[src/design/bgvs_pkg.sv]
// Shared types, constants and helpers of the grown vector stack.
`timescale 1ns / 1ps
`default_nettype none

package bgvs_pkg;

   localparam int DEPTH  = 1024;
   localparam int ADDR_W = $clog2(DEPTH);
   localparam int CNT_W  = 11;
   localparam int CFG_W  = 11;
   localparam int DATA_W = 32;

   typedef logic [2:0] func_type;
   typedef logic [2:0] status_type;
   typedef logic       csr_index_type;

   localparam func_type FN_PUSH  = 3'd0;
   localparam func_type FN_POP   = 3'd1;
   localparam func_type FN_GET   = 3'd2;
   localparam func_type FN_SET   = 3'd3;
   localparam func_type FN_COUNT = 3'd4;

   localparam status_type ST_OK        = 3'd0;
   localparam status_type ST_OVERFLOW  = 3'd1;
   localparam status_type ST_ALLOC     = 3'd2;
   localparam status_type ST_UNDERFLOW = 3'd3;
   localparam status_type ST_INDEX     = 3'd4;
   localparam status_type ST_NOINIT    = 3'd5;

   localparam csr_index_type CSR_INIT_CAP   = 1'b0;
   localparam csr_index_type CSR_BLOCK_SIZE = 1'b1;

   localparam logic [CFG_W-1:0] INIT_CAP_RESET   = CFG_W'(16);
   localparam logic [CFG_W-1:0] BLOCK_SIZE_RESET = CFG_W'(16);

   // Request from the controller to the item memory.
   typedef struct packed {
      logic              we;
      logic [ADDR_W-1:0] waddr;
      logic [DATA_W-1:0] wdata;
      logic              re;
      logic [ADDR_W-1:0] raddr;
   } mem_req_type;

   // The starting capacity saturates at the size of the store.
   function automatic logic [CNT_W-1:0] eff_initial(input logic [CFG_W-1:0] init_cap);
      if (init_cap > CFG_W'(DEPTH)) begin
         return CNT_W'(DEPTH);
      end
      return CNT_W'(init_cap);
   endfunction

endpackage

`default_nettype wire

[src/design/bgvs_req_if.sv]
// Request channel of the grown vector stack.
`timescale 1ns / 1ps
`default_nettype none

interface bgvs_req_if import bgvs_pkg::*; ();
   logic                     valid;
   logic                     ready;
   func_type                 func;
   logic [CNT_W-1:0]         slot_index;
   logic signed [DATA_W-1:0] value_in;

   modport source (output valid, output func, output slot_index, output value_in,
                   input ready);
   modport sink (input valid, input func, input slot_index, input value_in,
                 output ready);
endinterface

`default_nettype wire

[src/design/bgvs_rsp_if.sv]
// Response channel of the grown vector stack.
`timescale 1ns / 1ps
`default_nettype none

interface bgvs_rsp_if import bgvs_pkg::*; ();
   logic                     valid;
   logic                     ready;
   status_type               status;
   logic signed [DATA_W-1:0] value_out;
   logic [CNT_W-1:0]         item_count;

   modport source (output valid, output status, output value_out, output item_count,
                   input ready);
   modport sink (input valid, input status, input value_out, input item_count,
                 output ready);
endinterface

`default_nettype wire

[src/design/bgvs_ctrl.sv]
// Count, capacity and configuration state, operation decode and the response register.
`timescale 1ns / 1ps
`default_nettype none

module bgvs_ctrl import bgvs_pkg::*; (
   input  wire logic               clock,
   input  wire logic               reset,
   input  wire logic               clear_busy,
   bgvs_req_if.sink                req_if,
   bgvs_rsp_if.source              rsp_if,
   input  wire logic               csr_we,
   input  wire csr_index_type      csr_index,
   input  wire logic [CFG_W-1:0]   csr_wdata,
   output mem_req_type             mem_req,
   input  wire logic [DATA_W-1:0]  mem_rdata
);

   localparam logic S_IDLE = 1'b0;
   localparam logic S_RESP = 1'b1;

   logic                     state_ff, state_in;
   logic [CFG_W-1:0]         init_ff, init_in;
   logic [CFG_W-1:0]         blk_ff, blk_in;
   logic [CNT_W-1:0]         count_ff, count_in;
   logic [CNT_W-1:0]         cap_ff, cap_in;
   status_type               pend_status_ff, pend_status_in;
   logic                     pend_use_ff, pend_use_in;
   logic                     rsp_valid_ff, rsp_valid_in;
   status_type               rsp_status_ff, rsp_status_in;
   logic signed [DATA_W-1:0] rsp_value_ff, rsp_value_in;
   logic [CNT_W-1:0]         rsp_count_ff, rsp_count_in;

   logic                     accept;
   logic                     finish;
   status_type               op_status;
   logic                     op_use;
   logic [CNT_W-1:0]         op_count;
   logic [CNT_W-1:0]         op_cap;
   logic [CNT_W-1:0]         eff_init;
   logic [CNT_W:0]           grow_sum;
   logic [CNT_W:0]           shrink_floor;
   logic [CNT_W:0]           free_slots;
   logic [CNT_W-1:0]         count_dec;
   logic [CNT_W-1:0]         slot_dec;
   logic [CFG_W-1:0]         cfg_init;
   logic [CFG_W-1:0]         cfg_blk;

   assign req_if.ready = (state_ff == S_IDLE) && !clear_busy;
   assign accept       = req_if.valid && req_if.ready;
   assign finish       = (state_ff == S_RESP) && (!rsp_valid_ff || rsp_if.ready);

   assign eff_init     = eff_initial(init_ff);
   assign grow_sum     = {1'b0, cap_ff} + {1'b0, blk_ff};
   assign count_dec    = count_ff - CNT_W'(1);
   assign slot_dec     = req_if.slot_index - CNT_W'(1);
   assign shrink_floor = {1'b0, eff_init} + {1'b0, blk_ff};
   assign free_slots   = {1'b0, cap_ff} - {1'b0, count_dec};

   // Decode of the accepted operation: new counters, status and memory access.
   always_comb begin
      op_status = ST_OK;
      op_use    = 1'b0;
      op_count  = count_ff;
      op_cap    = cap_ff;
      mem_req   = '0;
      if (init_ff == '0 && blk_ff == '0) begin
         op_status = ST_NOINIT;
      end else begin
         unique case (req_if.func)
            FN_PUSH: begin
               if (count_ff < cap_ff || (blk_ff != '0 && grow_sum <= (CNT_W+1)'(DEPTH))) begin
                  mem_req.we    = count_ff < CNT_W'(DEPTH);
                  mem_req.waddr = count_ff[ADDR_W-1:0];
                  mem_req.wdata = req_if.value_in;
                  op_count      = count_ff + CNT_W'(1);
                  if (count_ff >= cap_ff) begin
                     op_cap = grow_sum[CNT_W-1:0];
                  end
               end else if (blk_ff == '0) begin
                  op_status = ST_OVERFLOW;
               end else begin
                  op_status = ST_ALLOC;
               end
            end
            FN_POP: begin
               if (count_ff == '0) begin
                  op_status = ST_UNDERFLOW;
               end else begin
                  op_count      = count_dec;
                  op_use        = 1'b1;
                  mem_req.re    = 1'b1;
                  mem_req.raddr = count_dec[ADDR_W-1:0];
                  if ({1'b0, cap_ff} >= shrink_floor && free_slots >= {blk_ff, 1'b0}) begin
                     op_cap = cap_ff - blk_ff;
                  end
               end
            end
            FN_GET, FN_SET: begin
               if (req_if.slot_index == '0 || req_if.slot_index > cap_ff ||
                   req_if.slot_index > CNT_W'(DEPTH)) begin
                  op_status = ST_INDEX;
               end else if (req_if.func == FN_GET) begin
                  op_use        = 1'b1;
                  mem_req.re    = 1'b1;
                  mem_req.raddr = slot_dec[ADDR_W-1:0];
               end else begin
                  mem_req.we    = 1'b1;
                  mem_req.waddr = slot_dec[ADDR_W-1:0];
                  mem_req.wdata = req_if.value_in;
               end
            end
            default: begin
               op_status = ST_OK;
            end
         endcase
      end
      if (!accept) begin
         mem_req = '0;
      end
   end

   always_comb begin
      cfg_init = init_ff;
      cfg_blk  = blk_ff;
      unique case (csr_index)
         CSR_INIT_CAP:   cfg_init = csr_wdata;
         CSR_BLOCK_SIZE: cfg_blk  = csr_wdata;
         default:        cfg_init = init_ff;
      endcase
   end

   always_comb begin
      state_in       = state_ff;
      init_in        = init_ff;
      blk_in         = blk_ff;
      count_in       = count_ff;
      cap_in         = cap_ff;
      pend_status_in = pend_status_ff;
      pend_use_in    = pend_use_ff;
      rsp_valid_in   = rsp_valid_ff && !rsp_if.ready;
      rsp_status_in  = rsp_status_ff;
      rsp_value_in   = rsp_value_ff;
      rsp_count_in   = rsp_count_ff;
      if (csr_we) begin
         init_in  = cfg_init;
         blk_in   = cfg_blk;
         count_in = '0;
         cap_in   = eff_initial(cfg_init);
      end else if (accept) begin
         count_in       = op_count;
         cap_in         = op_cap;
         pend_status_in = op_status;
         pend_use_in    = op_use;
         state_in       = S_RESP;
      end
      // The read data arrives in the cycle after the transaction and the RAM holds it.
      if (finish) begin
         rsp_valid_in  = 1'b1;
         rsp_status_in = pend_status_ff;
         rsp_value_in  = pend_use_ff ? $signed(mem_rdata) : '0;
         rsp_count_in  = count_ff;
         state_in      = S_IDLE;
      end
   end

   always_ff @(posedge clock) begin
      if (reset) begin
         state_ff     <= S_IDLE;
         init_ff      <= INIT_CAP_RESET;
         blk_ff       <= BLOCK_SIZE_RESET;
         count_ff     <= '0;
         cap_ff       <= eff_initial(INIT_CAP_RESET);
         rsp_valid_ff <= 1'b0;
      end else begin
         state_ff     <= state_in;
         init_ff      <= init_in;
         blk_ff       <= blk_in;
         count_ff     <= count_in;
         cap_ff       <= cap_in;
         rsp_valid_ff <= rsp_valid_in;
      end
   end

   always_ff @(posedge clock) begin
      pend_status_ff <= pend_status_in;
      pend_use_ff    <= pend_use_in;
      rsp_status_ff  <= rsp_status_in;
      rsp_value_ff   <= rsp_value_in;
      rsp_count_ff   <= rsp_count_in;
   end

   assign rsp_if.valid      = rsp_valid_ff;
   assign rsp_if.status     = rsp_status_ff;
   assign rsp_if.value_out  = rsp_value_ff;
   assign rsp_if.item_count = rsp_count_ff;

   a_no_accept_in_clear: assert property (@(posedge clock) disable iff (reset)
      clear_busy |-> !req_if.ready)
      else $error("request taken during the clearing pass");

   a_count_within_cap: assert property (@(posedge clock) disable iff (reset)
      count_ff <= cap_ff)
      else $error("item count exceeds the capacity");

   a_cap_within_depth: assert property (@(posedge clock) disable iff (reset)
      cap_ff <= CNT_W'(DEPTH))
      else $error("capacity exceeds the store depth");

   a_one_access: assert property (@(posedge clock) disable iff (reset)
      !(mem_req.we && mem_req.re))
      else $error("one operation both reads and writes the store");

   a_accept_to_resp: assert property (@(posedge clock) disable iff (reset)
      accept && !csr_we |=> state_ff == S_RESP)
      else $error("accepted transaction did not enter the response state");

endmodule

`default_nettype wire

[src/flat_wrapper.sv]
// flat-port wrapper written by rule: the top's interface ports become plain ports
module bgvs_ctrl_flat import bgvs_pkg::*;
  (clock, reset, clear_busy, csr_we, csr_index, csr_wdata, mem_req, mem_rdata, req_if_valid, req_if_func, req_if_slot_index, req_if_value_in, req_if_ready, rsp_if_valid, rsp_if_status, rsp_if_value_out, rsp_if_item_count, rsp_if_ready);
  bgvs_req_if req_if_i ();
  bgvs_rsp_if rsp_if_i ();
  input  wire logic clock;
  input  wire logic reset;
  input  wire logic clear_busy;
  input  wire logic csr_we;
  input  wire csr_index_type csr_index;
  input  wire logic [CFG_W-1:0] csr_wdata;
  output mem_req_type mem_req;
  input  wire logic [DATA_W-1:0] mem_rdata;
  input wire logic [$bits(req_if_i.valid)-1:0] req_if_valid;
  input wire logic [$bits(req_if_i.func)-1:0] req_if_func;
  input wire logic [$bits(req_if_i.slot_index)-1:0] req_if_slot_index;
  input wire logic [$bits(req_if_i.value_in)-1:0] req_if_value_in;
  output wire logic [$bits(req_if_i.ready)-1:0] req_if_ready;
  output wire logic [$bits(rsp_if_i.valid)-1:0] rsp_if_valid;
  output wire logic [$bits(rsp_if_i.status)-1:0] rsp_if_status;
  output wire logic [$bits(rsp_if_i.value_out)-1:0] rsp_if_value_out;
  output wire logic [$bits(rsp_if_i.item_count)-1:0] rsp_if_item_count;
  input wire logic [$bits(rsp_if_i.ready)-1:0] rsp_if_ready;
  assign req_if_i.valid = req_if_valid;
  assign req_if_i.func = req_if_func;
  assign req_if_i.slot_index = req_if_slot_index;
  assign req_if_i.value_in = req_if_value_in;
  assign req_if_ready = req_if_i.ready;
  assign rsp_if_valid = rsp_if_i.valid;
  assign rsp_if_status = rsp_if_i.status;
  assign rsp_if_value_out = rsp_if_i.value_out;
  assign rsp_if_item_count = rsp_if_i.item_count;
  assign rsp_if_i.ready = rsp_if_ready;
  bgvs_ctrl u_core (.clock(clock), .reset(reset), .clear_busy(clear_busy), .req_if(req_if_i), .rsp_if(rsp_if_i), .csr_we(csr_we), .csr_index(csr_index), .csr_wdata(csr_wdata), .mem_req(mem_req), .mem_rdata(mem_rdata));
endmodule
[config.mk]
export PLATFORM = sky130hd
export DESIGN_NAME = bgvs_ctrl_flat
export DESIGN_NICKNAME = d
export VERILOG_FILES = /design/src/design/bgvs_pkg.sv /design/src/design/bgvs_req_if.sv /design/src/design/bgvs_rsp_if.sv /design/src/design/bgvs_ctrl.sv /design/src/flat_wrapper.sv
export SDC_FILE = /design/constraint.sdc
export NUM_CORES = 1
export LEC_CHECK = 0
export BUFFER_PORTS_ARGS = -buffer_cell sky130_fd_sc_hd__buf_2
export CORE_AREA = 4 4 100 173
export CTS_BUF_LIST = sky130_fd_sc_hd__clkbuf_8
export DETAILED_ROUTE_END_ITERATION = 6
export DIE_AREA = 0 0 104 177
export PLACE_DENSITY_LB_ADDON = 0.08
export SETUP_SLACK_MARGIN = 0.05
export SKIP_CTS_REPAIR_TIMING = 1
export SLEW_MARGIN = 0
export SYNTH_ARGS = -nofsm -noshare
export SYNTH_HDL_FRONTEND = slang
export SYNTH_SLANG_ARGS = --single-unit
[constraint.sdc]
create_clock -name clock -period 12.9 [get_ports clock]
set_input_delay 1.935 -clock clock [delete_from_list [all_inputs] [get_ports clock]]
set_output_delay 1.935 -clock clock [all_outputs]
set_load 0.02 [all_outputs]
==> results_dict.tcl <==
set metrics [dict create \
    cts_tree "yes" \
    holdWs_ns 0.429 \
    yosys.cell_types.count 71 \
    seqPwrFrac_pct 43.9 \
    start_util_pct 49.2 \
    port_buffers 197 \
    path_class "input pin to output port" \
    final_nets 1269 \
    hold_path.class "register to register" \
    finalSetupTns_ns 0 \
    drcViolationCount 0 \
    ff_latch_area_mm2 0.00242 \
    dieArea_mm2 0.0184 \
    slew_viol_final 0 \
    finalHoldViolCount 0 \
    hold_start "u_core.pend_status_ff[0]$_SDFFCE_PP1P_" \
    cts_num_sinks 96 \
    async_flop_share_pct 0 \
    p_leak_uw 0.00405 \
    ios 198 \
    final_cells 1273 \
    synth_nets 1094 \
    p_switching_uw 269 \
    synth_flop_cell "edfxtp_1" \
    fin_crit_sh_pct 52.1 \
    maxCapViolations 0 \
    num_antenna_cells 0 \
    ff2ff_setup_slack_ns 6.99 \
    routed_wl_um 23800 \
    crit_chain "buf_2 > ha_1 > nor2b_1 > o21a_1 > o21a_1 > o21a_1 > o21ai_0 > nand4bb_1 > a21oi_1 > nand4_1 > o22ai_1 > buf_2" \
    p_per_area_mw_per_mm2 86.4 \
    clockPowerShare_pct 27.3 \
    place.gp.congestion 0.900 \
    syn_area_mm2 0.00780 \
    dp_hpwl_um 19200 \
    yosysWarnings 0 \
    r2r_cells 21 \
    rsz0062_at_grt "false" \
    post-place-cells 1257 \
    clk_pin_slew_ns 0.11 \
    multiInputGateArea_mm2 0.00504 \
    post-route-util_pct 57.5 \
    status "finished clean" \
    drtIter0Drc 292 \
    grt_util_all_layers_pct 25.5 \
    peakVddDrop_mv 0.0475 \
    hold_depth 0 \
    synthAdderAreaFrac_pct 15.5 \
    tightest_slew_ns 1.31 \
    synthCells 904 \
    finalSetupViolations 0 \
    fmax_mhz 149 \
    arrival_ns 4.79 \
    slowest_stage "nand4_1" \
    startpoint_type "input pin" \
    syn_to_final_growth_pct 17.0 \
    htree_levels 3 \
    critical_path_required_ns 10.97 \
    drive_gt1_share_pct 22.6 \
    clock_latency_ns 0.38 \
    ys_ff_latch 96 \
    synthXorXnorAreaFrac_pct 5.84 \
    end_kind "output port" \
    die_h_um 177 \
    worst-path-max-fanout 10 \
    synth-seq-area-share_pct 31.0 \
    via_per_inst 5.72 \
    period_minus_slack_ns 6.72 \
    grt_pass1_wl_um 37400 \
    worstHoldEndpoint "u_core.rsp_if.status[0]$_DFFE_PP_" \
    grt_pass1_vias 7330 \
    cp.buffers_inverters 2 \
    crit_top_cell "o21a_1" \
    synth_most_common_cell "ha_1" \
    cts_root_buf "clkbuf_8" \
    num_vias 7286 \
    clockBufferDepth 2 \
    rows 61 \
    synthMuxAreaShare_pct 1.86 \
    synth.area.top_cells "edfxtp_1, ha_1, dfxtp_1" \
    synth.avg_cell_area_um2 8.63 \
    synth_edf_count 50 \
    antenna_found_initial 0 \
    rr_endpoint "u_core.cap_ff[9]$_SDFFE_PP0P_" \
    synthSimpleGateAreaFrac_pct 22.0 \
    rr_startpoint "u_core.count_ff[0]$_SDFFE_PP0P_" \
    grt_max_degree 45 \
    synthTopCellsByCount "ha_1, nand2_1, a21oi_1, nor2_1, inv_1" \
    slowest_delay_ns 0.56 \
    netSwitchingFraction_pct 34.1 \
    synth_compound_area_share_pct 19.2 \
    synth_top_family_by_area "simple AND/OR/NAND/NOR gates" \
    intPower_uw 519 \
    gr-total-overflow 0 \
    firstDrtPassIters 5 \
    fillers 1546 \
    skew_ns 0.0166 \
    wl_per_cell_um 18.7 \
    synth_top_area_share_pct 19.2 \
    ant_nets 0 \
    core_mm2 0.0159 \
    cts-buffers-inserted 9 \
    pwr-share-comb_pct 28.8 \
    yosysTopAreaCell "edfxtp_1" \
    fp.dieW_um 104 \
    relSlewSlack_pct 12.9 \
    path_delay_family "compound AO/OA/AOI/OAI gates" \
]
layer usage:
layer,vias up,GRT usage (%),wire [µm]
met4,0,13.4,1160
met1,3361,25.7,8490
li1,3617,-,-
met5,-,0,0
met2,235,50.2,13200
met3,73,3.36,1010
flip-flops by register name, indices dropped and copies added, names as in the netlist:
signal / cells
u_core.rsp_if.valid: 1
u_core.rsp_if.status: 3
u_core.pend_use_ff: 1
u_core.rsp_if.value_out: 32
u_core.count_ff: 11
u_core.blk_ff: 11
u_core.pend_status_ff: 3
u_core.init_ff: 11
u_core.cap_ff: 11
u_core.rsp_if.item_count: 11
u_core.state_ff: 1
how the worst max path moves through the flow:
stage	from	end	slack, ns	cells past startpoint
2_1_floorplan	req_if_slot_index[1]	mem_req[2]	6.91	10
3_5_place_dp	req_if_slot_index[3]	mem_req[25]	6.24	9
4_1_cts	req_if_slot_index[3]	mem_req[28]	6.23	9
5_1_grt	req_if_slot_index[1]	mem_req[5]	6.01	12
3_3_place_gp	req_if_slot_index[1]	mem_req[44]	6.25	12
6_report	req_if_slot_index[1]	mem_req[5]	6.18	12
power by group through the flow:
stage               combinational [µW]  sequential [µW]  clock (µW)
global route                       253              348         229
finish                             227              346         215
detailed placement                 225              353           0
floorplan                          152              356           0
CTS                                227              346         219
global placement                   224              353           0
cells in the final DEF (no fill, tap or decap), types with 9 or more instances in the layout:
cell type,n
edfxtp_1,50
inv_1,54
and2_1,35
mux2i_1,10
o21a_1,10
o21bai_1,11
nor2_1,54
nand3_1,13
clkbuf_8,9
a211oi_1,12
o2bb2ai_1,11
o22ai_1,19
a21o_1,10
nor2b_1,51
xnor2_1,38
a21oi_1,70
o21ai_0,34
nand2_1,75
buf_2,197
dfxtp_1,46
nor3_1,30
nor4_1,11
ha_1,90
a31oi_1,12
xor2_1,14
metrics by stage:
stage	total power, µW	area, µm²	worst slack, ns
finish	788	9130	6.18
global route	830	9130	6.01
CTS	792	9130	6.23
detailed placement	578	8930	6.24
global placement	576	8930	6.25
floorplan	508	7800	6.91
final cells by class:
cell class | instances | area share, %
multi-input cells | 716 | 55.2
flip-flops and latches | 96 | 26.5
repair buffers | 202 | 11.2
well taps | 189 | 2.59
inverters | 54 | 2.22
clock buffers | 9 | 1.36
clock inverters | 7 | 0.877
cell families (layout without fill, tap and decap cells):
kind of cell,after synthesis,after routing
AOI/OAI and AO/OA,231,231
xor gates and xnor gates,52,52
adders and majority gates,94,94
buffers and inverters,92,272
DFF,96,96
muxes,14,14
and+or+nand+nor,325,325
Power figures use the tool's default switching activity.
